[src/hdl/mmh_pkg.sv]
// Shared types, constants and helper functions of the MurmurHash2 block.
`timescale 1ns / 1ps
`default_nettype none

package mmh_pkg;

  // Mixing constants
  localparam logic [31:0] MixMul     = 32'h5bd1e995;
  localparam int unsigned MixShift   = 24;
  localparam int unsigned FinShiftA  = 13;
  localparam int unsigned FinShiftB  = 15;
  localparam logic [31:0] SeedReset  = 32'h9747b28c;

  // Configuration register decode (word index taken from paddr[2])
  localparam logic        RegIdxHashSeed = 1'b0;

  // Default depth of the queue between front and back
  localparam int unsigned QueueDepth = 2;

  // What the back end does with a word
  typedef enum logic [1:0] {
    OP_NONE,
    OP_BLOCK,
    OP_TAIL
  } op_e;

  // Back end sequencer states
  typedef enum logic [1:0] {
    BK_IDLE,
    BK_MIX,
    BK_FIN,
    BK_EMIT
  } back_state_e;

  // One classified word as it travels from front to back
  typedef struct packed {
    logic        start;
    logic [31:0] init;
    op_e         op;
    logic [31:0] word;
    logic        last;
  } entry_t;

  // Sort a word by its byte count; counts above four act as four
  function automatic op_e classify(input logic [2:0] cnt);
    op_e op;
    if (cnt == 3'd0) begin
      op = OP_NONE;
    end else if (cnt >= 3'd4) begin
      op = OP_BLOCK;
    end else begin
      op = OP_TAIL;
    end
    return op;
  endfunction

  // Keep only the valid tail bytes
  function automatic logic [31:0] tail_mask(input logic [2:0] cnt);
    logic [31:0] mask;
    unique case (cnt)
      3'd1:    mask = 32'h0000_00ff;
      3'd2:    mask = 32'h0000_ffff;
      default: mask = 32'h00ff_ffff;
    endcase
    return mask;
  endfunction

endpackage

`default_nettype wire

[src/hdl/mmh_front.sv]
// Front end: accepts key words, classifies them and premixes full blocks.
`timescale 1ns / 1ps
`default_nettype none

module mmh_front (
  input  wire logic            clk_i,
  input  wire logic            rst_ni,
  input  wire logic            push,
  output logic                 full,
  input  wire logic            start_req_i,
  input  wire logic [31:0]     key_length_i,
  input  wire logic [31:0]     data_word_i,
  input  wire logic [2:0]      byte_count_i,
  input  wire logic            last_i,
  input  wire logic [31:0]     hash_seed_i,
  output mmh_pkg::entry_t      ent_o,
  output logic                 ent_push_o,
  input  wire logic            q_full_i
);

  logic            s1_v_q, s1_v_d;
  logic            s2_v_q, s2_v_d;
  mmh_pkg::entry_t s1_q, s1_d;
  mmh_pkg::entry_t s2_q, s2_d;
  logic            adv1, adv2, accept;
  mmh_pkg::op_e    in_op;
  logic [31:0]     k_shuf;

  // Stage hand-off: a stage loads when it is empty or its content moves on
  assign adv2   = !s2_v_q || !q_full_i;
  assign adv1   = !s1_v_q || adv2;
  assign full   = !adv1;
  assign accept = push && adv1;

  // Stage 1: classify, seed, first multiply of a full block
  always_comb begin
    in_op      = mmh_pkg::classify(byte_count_i);
    s1_d       = s1_q;
    s1_v_d     = s1_v_q;
    if (adv1) begin
      s1_v_d = push;
    end
    if (accept) begin
      s1_d.start = start_req_i;
      s1_d.init  = hash_seed_i ^ key_length_i;
      s1_d.op    = in_op;
      s1_d.last  = last_i;
      if (in_op == mmh_pkg::OP_BLOCK) begin
        s1_d.word = data_word_i * mmh_pkg::MixMul;
      end else begin
        s1_d.word = data_word_i & mmh_pkg::tail_mask(byte_count_i);
      end
    end
  end

  // Stage 2: shift-xor and second multiply of a full block
  always_comb begin
    k_shuf = s1_q.word ^ (s1_q.word >> mmh_pkg::MixShift);
    s2_d   = s2_q;
    s2_v_d = s2_v_q;
    if (adv2) begin
      s2_v_d = s1_v_q;
      s2_d   = s1_q;
      if (s1_q.op == mmh_pkg::OP_BLOCK) begin
        s2_d.word = k_shuf * mmh_pkg::MixMul;
      end
    end
  end

  always_ff @(posedge clk_i or negedge rst_ni) begin
    if (!rst_ni) begin
      s1_v_q <= 1'b0;
      s2_v_q <= 1'b0;
    end else begin
      s1_v_q <= s1_v_d;
      s2_v_q <= s2_v_d;
    end
  end

  always_ff @(posedge clk_i) begin
    s1_q <= s1_d;
    s2_q <= s2_d;
  end

  assign ent_o      = s2_q;
  assign ent_push_o = s2_v_q && !q_full_i;

endmodule

`default_nettype wire

[src/hdl/mmh_fifo.sv]
// Short register queue between front and back end.
`timescale 1ns / 1ps
`default_nettype none

module mmh_fifo #(
  parameter int unsigned Depth = mmh_pkg::QueueDepth
) (
  input  wire logic            clk_i,
  input  wire logic            rst_ni,
  input  wire logic            push_i,
  input  wire mmh_pkg::entry_t wdata_i,
  output logic                 full_o,
  input  wire logic            pop_i,
  output mmh_pkg::entry_t      rdata_o,
  output logic                 valid_o
);

  localparam int unsigned PtrW = (Depth > 1) ? $clog2(Depth) : 1;
  localparam int unsigned CntW = $clog2(Depth + 1);
  localparam logic [PtrW-1:0] LastPtr = PtrW'(Depth - 1);
  localparam logic [CntW-1:0] FullCnt = CntW'(Depth);

  mmh_pkg::entry_t mem_q [Depth];
  logic [PtrW-1:0] wr_q, wr_d, rd_q, rd_d;
  logic [CntW-1:0] cnt_q, cnt_d;
  logic            do_push, do_pop;

  assign full_o  = (cnt_q == FullCnt);
  assign valid_o = (cnt_q != '0);
  assign do_push = push_i && !full_o;
  assign do_pop  = pop_i && valid_o;
  assign rdata_o = mem_q[rd_q];

  // Advance pointers with wrap and track the fill level
  always_comb begin
    wr_d  = wr_q;
    rd_d  = rd_q;
    cnt_d = cnt_q;
    if (do_push) begin
      wr_d = (wr_q == LastPtr) ? '0 : wr_q + 1'b1;
    end
    if (do_pop) begin
      rd_d = (rd_q == LastPtr) ? '0 : rd_q + 1'b1;
    end
    if (do_push && !do_pop) begin
      cnt_d = cnt_q + 1'b1;
    end else if (do_pop && !do_push) begin
      cnt_d = cnt_q - 1'b1;
    end
  end

  always_ff @(posedge clk_i or negedge rst_ni) begin
    if (!rst_ni) begin
      wr_q  <= '0;
      rd_q  <= '0;
      cnt_q <= '0;
    end else begin
      wr_q  <= wr_d;
      rd_q  <= rd_d;
      cnt_q <= cnt_d;
    end
  end

  always_ff @(posedge clk_i) begin
    if (do_push) begin
      mem_q[wr_q] <= wdata_i;
    end
  end

endmodule

`default_nettype wire

[src/hdl/mmh_back.sv]
// Back end: merges words into the running hash, finalizes and holds the result.
`timescale 1ns / 1ps
`default_nettype none

module mmh_back (
  input  wire logic            clk_i,
  input  wire logic            rst_ni,
  input  wire mmh_pkg::entry_t ent_i,
  input  wire logic            ent_valid_i,
  output logic                 ent_pop_o,
  output logic                 empty,
  input  wire logic            pop,
  output logic [31:0]          hash_value_o
);

  mmh_pkg::back_state_e state_q, state_d;
  logic [31:0]  run_q, run_d;
  logic [31:0]  t_q, t_d;
  logic [31:0]  k_q, k_d;
  mmh_pkg::op_e op_q, op_d;
  logic         last_q, last_d;
  logic [31:0]  f_q, f_d;
  logic [31:0]  res_q, res_d;
  logic         res_v_q, res_v_d;
  logic [31:0]  h0, h_mix;
  logic         res_take;

  assign res_take = pop && res_v_q;

  always_comb begin
    state_d   = state_q;
    run_d     = run_q;
    t_d       = t_q;
    k_d       = k_q;
    op_d      = op_q;
    last_d    = last_q;
    f_d       = f_q;
    res_d     = res_q;
    res_v_d   = res_v_q && !res_take;
    ent_pop_o = 1'b0;
    h0        = ent_i.start ? ent_i.init : run_q;
    h_mix     = (op_q == mmh_pkg::OP_BLOCK) ? (t_q ^ k_q) : t_q;
    unique case (state_q)
      // Take a word and multiply the hash
      mmh_pkg::BK_IDLE: begin
        if (ent_valid_i) begin
          ent_pop_o = 1'b1;
          k_d       = ent_i.word;
          op_d      = ent_i.op;
          last_d    = ent_i.last;
          unique case (ent_i.op)
            mmh_pkg::OP_BLOCK: t_d = h0 * mmh_pkg::MixMul;
            mmh_pkg::OP_TAIL:  t_d = (h0 ^ ent_i.word) * mmh_pkg::MixMul;
            default:           t_d = h0;
          endcase
          state_d = mmh_pkg::BK_MIX;
        end
      end
      // Merge a full block, update the running hash, start the finalizer on a last word
      mmh_pkg::BK_MIX: begin
        run_d = h_mix;
        if (last_q) begin
          f_d     = h_mix ^ (h_mix >> mmh_pkg::FinShiftA);
          state_d = mmh_pkg::BK_FIN;
        end else begin
          state_d = mmh_pkg::BK_IDLE;
        end
      end
      // Finalizer multiply
      mmh_pkg::BK_FIN: begin
        f_d     = f_q * mmh_pkg::MixMul;
        state_d = mmh_pkg::BK_EMIT;
      end
      // Load the output register once it is free
      mmh_pkg::BK_EMIT: begin
        if (!res_v_q || res_take) begin
          res_d   = f_q ^ (f_q >> mmh_pkg::FinShiftB);
          res_v_d = 1'b1;
          state_d = mmh_pkg::BK_IDLE;
        end
      end
      default: state_d = mmh_pkg::BK_IDLE;
    endcase
  end

  always_ff @(posedge clk_i or negedge rst_ni) begin
    if (!rst_ni) begin
      state_q <= mmh_pkg::BK_IDLE;
      run_q   <= '0;
      res_v_q <= 1'b0;
    end else begin
      state_q <= state_d;
      run_q   <= run_d;
      res_v_q <= res_v_d;
    end
  end

  always_ff @(posedge clk_i) begin
    t_q    <= t_d;
    k_q    <= k_d;
    op_q   <= op_d;
    last_q <= last_d;
    f_q    <= f_d;
    res_q  <= res_d;
  end

  assign empty        = !res_v_q;
  assign hash_value_o = res_q;

endmodule

`default_nettype wire

[src/hdl/murmur2_string_hash.sv]
// Top level of the streaming 32-bit MurmurHash2 block.
//
//   channel   direction  handshake               payload
//   words     in         push / full             start_req, key_length, data_word,
//                                                byte_count, last
//   hashes    out        pop / empty             hash_value
//   config    in/out     psel, penable, pwrite   hash_seed at byte address 0
//
// A word passes the front pipeline stages, then waits in the queue. The
// back end multiplies the hash, then merges the word into the running
// hash; a last word then gets the finalizer multiply and the output load.
// Reset sets hash_seed to 0x9747b28c, clears the running hash and empties
// all stages. full rises when the front pipeline and the queue are both
// occupied; a finished hash stays on hash_value_o until it is popped.
`timescale 1ns / 1ps
`default_nettype none

module murmur2_string_hash #(
  parameter int unsigned QueueDepth = mmh_pkg::QueueDepth
) (
  input  wire logic        clk_i,
  input  wire logic        rst_ni,
  input  wire logic        push,
  output logic             full,
  input  wire logic        start_req_i,
  input  wire logic [31:0] key_length_i,
  input  wire logic [31:0] data_word_i,
  input  wire logic [2:0]  byte_count_i,
  input  wire logic        last_i,
  output logic             empty,
  input  wire logic        pop,
  output logic [31:0]      hash_value_o,
  input  wire logic        psel,
  input  wire logic        penable,
  input  wire logic        pwrite,
  input  wire logic [2:0]  paddr,
  input  wire logic [31:0] pwdata,
  output logic [31:0]      prdata,
  output logic             pready
);

  logic [31:0]     seed_q, seed_d;
  logic            cfg_wr;
  mmh_pkg::entry_t f2q, q2b;
  logic            f2q_push, q_full, q_valid, q_pop;

  // Configuration register
  assign pready = 1'b1;
  assign cfg_wr = psel && penable && pwrite && pready;

  always_comb begin
    seed_d = seed_q;
    if (cfg_wr && (paddr[2] == mmh_pkg::RegIdxHashSeed)) begin
      seed_d = pwdata;
    end
  end

  assign prdata = (paddr[2] == mmh_pkg::RegIdxHashSeed) ? seed_q : '0;

  always_ff @(posedge clk_i or negedge rst_ni) begin
    if (!rst_ni) begin
      seed_q <= mmh_pkg::SeedReset;
    end else begin
      seed_q <= seed_d;
    end
  end

  mmh_front u_front (
    .clk_i        (clk_i),
    .rst_ni       (rst_ni),
    .push         (push),
    .full         (full),
    .start_req_i  (start_req_i),
    .key_length_i (key_length_i),
    .data_word_i  (data_word_i),
    .byte_count_i (byte_count_i),
    .last_i       (last_i),
    .hash_seed_i  (seed_q),
    .ent_o        (f2q),
    .ent_push_o   (f2q_push),
    .q_full_i     (q_full)
  );

  mmh_fifo #(
    .Depth (QueueDepth)
  ) u_fifo (
    .clk_i   (clk_i),
    .rst_ni  (rst_ni),
    .push_i  (f2q_push),
    .wdata_i (f2q),
    .full_o  (q_full),
    .pop_i   (q_pop),
    .rdata_o (q2b),
    .valid_o (q_valid)
  );

  mmh_back u_back (
    .clk_i        (clk_i),
    .rst_ni       (rst_ni),
    .ent_i        (q2b),
    .ent_valid_i  (q_valid),
    .ent_pop_o    (q_pop),
    .empty        (empty),
    .pop          (pop),
    .hash_value_o (hash_value_o)
  );

endmodule

`default_nettype wire

[config.mk]
export PLATFORM = sky130hd
export DESIGN_NAME = murmur2_string_hash
export DESIGN_NICKNAME = d
export VERILOG_FILES = /design/src/hdl/mmh_pkg.sv /design/src/hdl/mmh_front.sv /design/src/hdl/mmh_fifo.sv /design/src/hdl/mmh_back.sv /design/src/hdl/murmur2_string_hash.sv
export SDC_FILE = /design/constraint.sdc
export NUM_CORES = 2
export LEC_CHECK = 0
export BUFFER_PORTS_ARGS = -buffer_cell sky130_fd_sc_hd__buf_2
export CORE_UTILIZATION = 32
export CTS_CLUSTER_DIAMETER = 60
export DETAILED_ROUTE_END_ITERATION = 6
export HOLD_SLACK_MARGIN = 0.03
export PLACE_DENSITY = 0.5
export SLEW_MARGIN = 0
export SYNTH_ARGS = -nofsm -noshare
export SYNTH_HDL_FRONTEND = slang
export SYNTH_HIERARCHICAL = 1
export SYNTH_SLANG_ARGS = --single-unit
[constraint.sdc]
create_clock -name clk_i -period 19.76 [get_ports clk_i]
set_input_delay 0.988 -clock clk_i [delete_from_list [all_inputs] [get_ports clk_i]]
set_output_delay 0.988 -clock clk_i [all_outputs]
set_load 0.05 [all_outputs]
=== Yosys cells after proc, flatten, opt, wreduce, memory -nomap -nowiden ===
Memory sizes are Yosys's and may differ from the RTL's.
Index checks and enable logic that the tools add are counted.
W data, S select, Z words.

* Register bits after elaboration: 340
* Memory bits (writable): 136
* Bits of input ports: 111
* Output and inout port bits: 67
* Word-level logic and storage cells: 116
* Memories kept: 1

* $add $sub $neg: 4
* $mul: 5
* Order comparisons: 1
* Eq/ne operators: 14
* Muxes and demuxes: 27
* Bitwise gates (word level): 8
* Reduce and logical (&&, ||, !) cells: 31

{| class="wikitable"
|+ Memories
! memory !! words !! width !! rd ports !! clocked after Yosys merged registers in !! wr ports !! line !! text
|-
| u_fifo.mem_q || 2 || 68 || 1 || 0 || 1 || mmh_fifo.sv:23 || <nowiki>mmh_pkg::entry_t mem_q [Depth];</nowiki>
|}

{| class="wikitable"
|+ Operators with widths
! kind !! count
|-
| $mux W32 || 8
|-
| $mul A32 B31 Y32 const B || 5
|-
| $pmux W32 S2 || 2
|-
| $xor A32 B32 Y32 || 3
|-
| $pmux W24 S2 || 1
|-
| $and A32 B32 Y32 || 1
|-
| $xor A32 B17 Y32 || 1
|-
| $xor A32 B19 Y32 || 1
|-
| $xor A32 B8 Y32 || 1
|-
| $mux W2 || 7
|-
| $logic_and A1 B1 Y1 || 11
|-
| $eq A2 B1 Y1 const B || 5
|-
| $eq A2 B2 Y1 const B || 4
|-
| $logic_not A1 Y1 || 8
|-
| $mux W1 || 8
|-
| $pmux W2 S4 || 1
|-
| $reduce_and A2 Y1 || 4
|-
| $ne A2 B1 Y1 const B || 3
|-
| $reduce_bool A2 Y1 || 3
|-
| $eq A3 B1 Y1 const B || 1
|-
| $eq A3 B2 Y1 const B || 1
|-
| $ge A3 B3 Y1 const B || 1
|-
| $logic_not A3 Y1 || 1
|-
| $logic_or A1 B1 Y1 || 3
|-
| other kinds (5) || 6
|}

=== Depth between registers and ports, before layout ===
* Word-level depth: 8
* Depth in mapped cells: 35
* Depth with buffers taken out: 29

=== Hierarchy ===
Netlist, hierarchy kept.

{| class="wikitable"
|+ Modules (own cells, without submodules)
! module !! times used !! cells each !! area an instance (um2)
|-
| mmh_back || 1 || 3,421 || 34,331.7
|-
| mmh_front || 1 || 2,163 || 22,780.6
|-
| mmh_fifo || 1 || 231 || 5,147.4
|-
| murmur2_string_hash || 1 || 105 || 1,574.0
|}

=== Worst setup path after synthesis ===
No wires, ideal clock.

* Path kind: register to register
* Start: register u_fifo.rd_q
* End: register u_back.t_q[30] (data pin)
* Setup time: 0.264 ns
* Arrival time: 8.346 ns
* Setup slack: 11.150 ns
* Cell stages (with the launch flop): 35
* Path buffers: 6
* Clock period less this slack: 8.610 ns
* Path through: dfrtp_1 -> buf_6 -> buf_6 -> mux2_2 -> buf_6 -> buf_12 -> buf_4 -> mux2i_1 -> xnor2_1 -> xor2_1 -> ha_1 -> or2_2 -> ha_1 -> inv_1 -> fa_1 -> inv_1 -> ha_1 -> fa_1 -> inv_1 -> fa_1 -> inv_1 -> fa_1 -> inv_1 -> fa_1 -> inv_1 -> ha_1 -> clkbuf_1 -> a21oi_1 -> and3_1 -> a2111oi_0 -> o21ai_0 -> a21boi_0 -> mux2_2 -> o21ai_0 -> nand3_1

{| class="wikitable"
|+ RTL lines
! what !! line !! text
|-
| from (decl) || mmh_fifo.sv:24 || <nowiki>logic [PtrW-1:0] wr_q, wr_d, rd_q, rd_d;</nowiki>
|-
| from (signal assigned) || mmh_fifo.sv:59 || <nowiki>rd_q <= rd_d;</nowiki>
|-
| to (signal assigned) || mmh_back.sv:99 || <nowiki>t_q <= t_d;</nowiki>
|-
| to (decl) || mmh_back.sv:18 || <nowiki>logic [31:0] t_q, t_d;</nowiki>
|}

==> impl_metrics.py <==
metrics = {
    "logic_synthesis": {
        "avgSynthCellArea_um2": 10.8,
        "synth_cell_type_count": 88,
        "yosys.area.top_type": "fa_1",
        "yosysSeqAreaShare_pct": 21.9,
        "synth-seq-cells": 476,
        "synthesis.nets": 7972,
        "synth.yosys.warnings": 6,
        "yosysMostFrequentCell": "inv_1",
        "synth-edff-count": 403,
        "synth.area.top_cells": "fa_1 (28%), ha_1 (21%), edfxtp_1 (19%)",
        "yosys-top-cells-count": "inv_1 (1737), ha_1 (1056), fa_1 (885)",
        "synth_ff_type": "edfxtp_1",
        "yosys.area.top_type_share_pct": 27.8,
        "netlist_instances": 5920,
        "synthArstFlopShare_pct": 15.3,
        "syn-cell-area_mm2": 0.0638,
    },
    "drt": {
        "drc": 0,
        "finalWirelength_um": 174000,
        "antenna_left": 0,
        "wire_per_inst_um": 19.6,
        "routed_via_density": 4.53,
        "firstDrtPassIters": 7,
        "vias": 40100,
        "drt_iter0_markers": 1902,
    },
    "sta": {
        "setup_tns_ns": 0,
        "hold_viol": 0,
        "final_max_slew_viol_count": 0,
        "period_share_pct": 50.5,
        "tightestPinTransition_ns": 1.15,
        "max_freq_ghz": 0.100,
        "grt_setup_unrepaired": "false",
        "slew_headroom_pct": 23.0,
        "worst_hold_slack_ns": 0.373,
        "fin_skew_ns": 0.0546,
        "post-route-min-period_ns": 9.98,
        "setup_viol": 0,
    },
    "die": {
        "core.rowCount": 163,
        "die-area_mm2": 0.201,
        "dieWidth_um": 449,
        "pin_count": 178,
        "die_y_um": 449,
        "start_util_pct": 32.3,
        "core-area_mm2": 0.198,
    },
    "grt": {
        "grt-ovfl-total": 0,
        "grt.total_usage_pct": 17.5,
        "antenna_found_initial": 1,
        "grt_pass1_vias": 43000,
        "grt_max_degree": 74,
        "grt_first_pass_wirelength_um": 267000,
    },
    "cts": {
        "clock_path_buffers": 3,
        "htreeDepth": 2,
        "post_cts_buffers": 0,
        "cts_tree": "done",
        "ctsResizeCount": 0,
        "path_clk_slew_ns": 0.06,
        "cts_buffers": 57,
        "clkSinkCount": 476,
        "clockRootBuffer": "clkbuf_16",
        "holdBufCountCts": 0,
        "clk_latency_ns": 0.65,
    },
    "worst_setup_path": {
        "crit_top_cell": "fa_1",
        "end_kind": "flop",
        "critPathBufInv": 6,
        "rr_endpoint": "u_back/t_q[30]",
        "crit_type": "flop to flop",
        "cp_top_family": "adder cells",
        "r2r-start": "u_fifo/rd_q",
        "worstPathRequired_ns": 20.15,
        "arrival_ns": 10.37,
        "r2r_slack_ns": 9.78,
        "slowest_stage": "mux2i_1",
        "ff2ff_path_depth": 26,
        "crit_fanout": 44,
        "startpoint_type": "flop",
        "cpPeakStageDelay_ns": 0.67,
    },
    "layout": {
        "utilization_pct": 35.5,
        "fillers": 20000,
        "synthToLayoutAreaGrowth_pct": 10.1,
        "drive_gt1_share_pct": 8.31,
        "antenna_cells": 0,
        "fin_nets": 8212,
    },
    "status": {
        "outcome": "finished, final reports clean",
    },
    "min_path": {
        "holdCritPathClass": "flop to flop",
        "min_to": "u_front/ent_o[50]",
        "hold_start": "u_front/s1_q[50]",
        "hold_depth": 0,
    },
    "placed_design": {
        "hpwl_um": 142000,
        "io_buffer_count": 174,
        "gp_congestion": 0.883,
    },
    "flow_run": {
        "drv_cap": 0,
    },
}
[placed cells by master (no fill, tap or decap), drive strengths merged, types with 9 or more instances in the layout]
| master | count |
|---|---|
| nor2b | 51 |
| buf | 248 |
| o21a | 21 |
| and2 | 29 |
| nand3 | 26 |
| xor2 | 199 |
| a31oi | 14 |
| xnor2 | 310 |
| nor3 | 17 |
| a211oi | 18 |
| o21ai | 161 |
| inv | 1747 |
| nor2 | 93 |
| or3 | 19 |
| a211o | 9 |
| and3 | 22 |
| mux2 | 109 |
| nand2 | 203 |
| fa | 885 |
| dfstp | 16 |
| a221oi | 23 |
| clkinv | 25 |
| clkbuf | 70 |
| a21o | 59 |
| dfrtp | 57 |
| nand2b | 22 |
| or2 | 13 |
| a21oi | 138 |
| mux2i | 32 |
| ha | 1056 |
| o21bai | 15 |
| edfxtp | 403 |
[stage by stage]
| step | area (um^2) | std cells | setup WS, ns |
|---|---|---|---|
| final | 70200 | 8849 | 9.78 |
| after floorplan | 63800 | 5920 | 11.15 |
| after detailed placement | 68300 | 8741 | 9.90 |
| after global routing | 70200 | 8849 | 9.14 |
| after global placement | 68300 | 8741 | 9.92 |
| after CTS | 70200 | 8849 | 9.84 |
[state kept, by name (all words and copies together) (netlist names), named ones only]
name                 count
u_front/s2_v_q           1
u_back/res_v_q           1
u_back/state_q           1
u_back/last_q            1
u_front/ent_o           68
u_back/run_q            32
u_fifo/cnt_q             2
u_front/s1_v_q           1
u_fifo/mem_q           136
u_back/f_q              32
u_back/op_q              2
u_fifo/wr_q              1
u_front/s1_q            68
seed_q                  32
u_back/hash_value_o     32
u_back/k_q              32
u_back/t_q              32
u_fifo/rd_q              1
[final cells by class]
| type | count | area (um^2) | share of cell area [%] |
|---|---|---|---|
| Sequential cell | 476 | 14000 | 19.9 |
| Inverter | 1739 | 6530 | 9.29 |
| Clock buffer | 70 | 1510 | 2.14 |
| Timing Repair Buffer | 248 | 1430 | 2.03 |
| Clock inverter | 38 | 440 | 0.627 |
| Multi-Input combinational cell | 3638 | 43100 | 61.3 |
| Tap cell | 2640 | 3300 | 4.70 |
[worst max path at each step]
stage | slack [ns] | from | cells after the start | to
6_report | 9.78 | u_fifo/rd_q | 26 | u_back/t_q[30]
5_1_grt | 9.14 | u_fifo/rd_q | 29 | u_back/t_q[30]
4_1_cts | 9.84 | u_fifo/rd_q | 26 | u_back/t_q[30]
3_5_place_dp | 9.90 | u_fifo/rd_q | 26 | u_back/t_q[30]
3_3_place_gp | 9.92 | u_fifo/rd_q | 26 | u_back/t_q[30]
2_1_floorplan | 11.15 | u_fifo/rd_q | 34 | u_back/t_q[30]
[routing by layer]
layer	wire length (um)	GRT usage [%]	vias up
met4	3520	3.23	2
met3	5270	1.38	160
li1	-	-	19000
met1	78800	23.8	20200
met2	86200	30.5	655
met5	17	0	-
[kinds of logic (layout without fill, tap and decap cells)]
kind of cell,Yosys count,in the layout,synth area share (%)
muxes,141,141,2.74
xor gates and xnor gates,509,509,7.03
buffers and inverters,1806,2095,10.8
adders and majority gates,1946,1946,48.5
AOI/OAI and AO/OA,518,518,5.10
other,1,1,0.00587
DFF,476,476,21.9
and+or+nand+nor,523,523,3.98
Power is left out: the tool's default activity adds up to more than one toggle a clock period on the data nets, which glitch-free logic cannot reach.
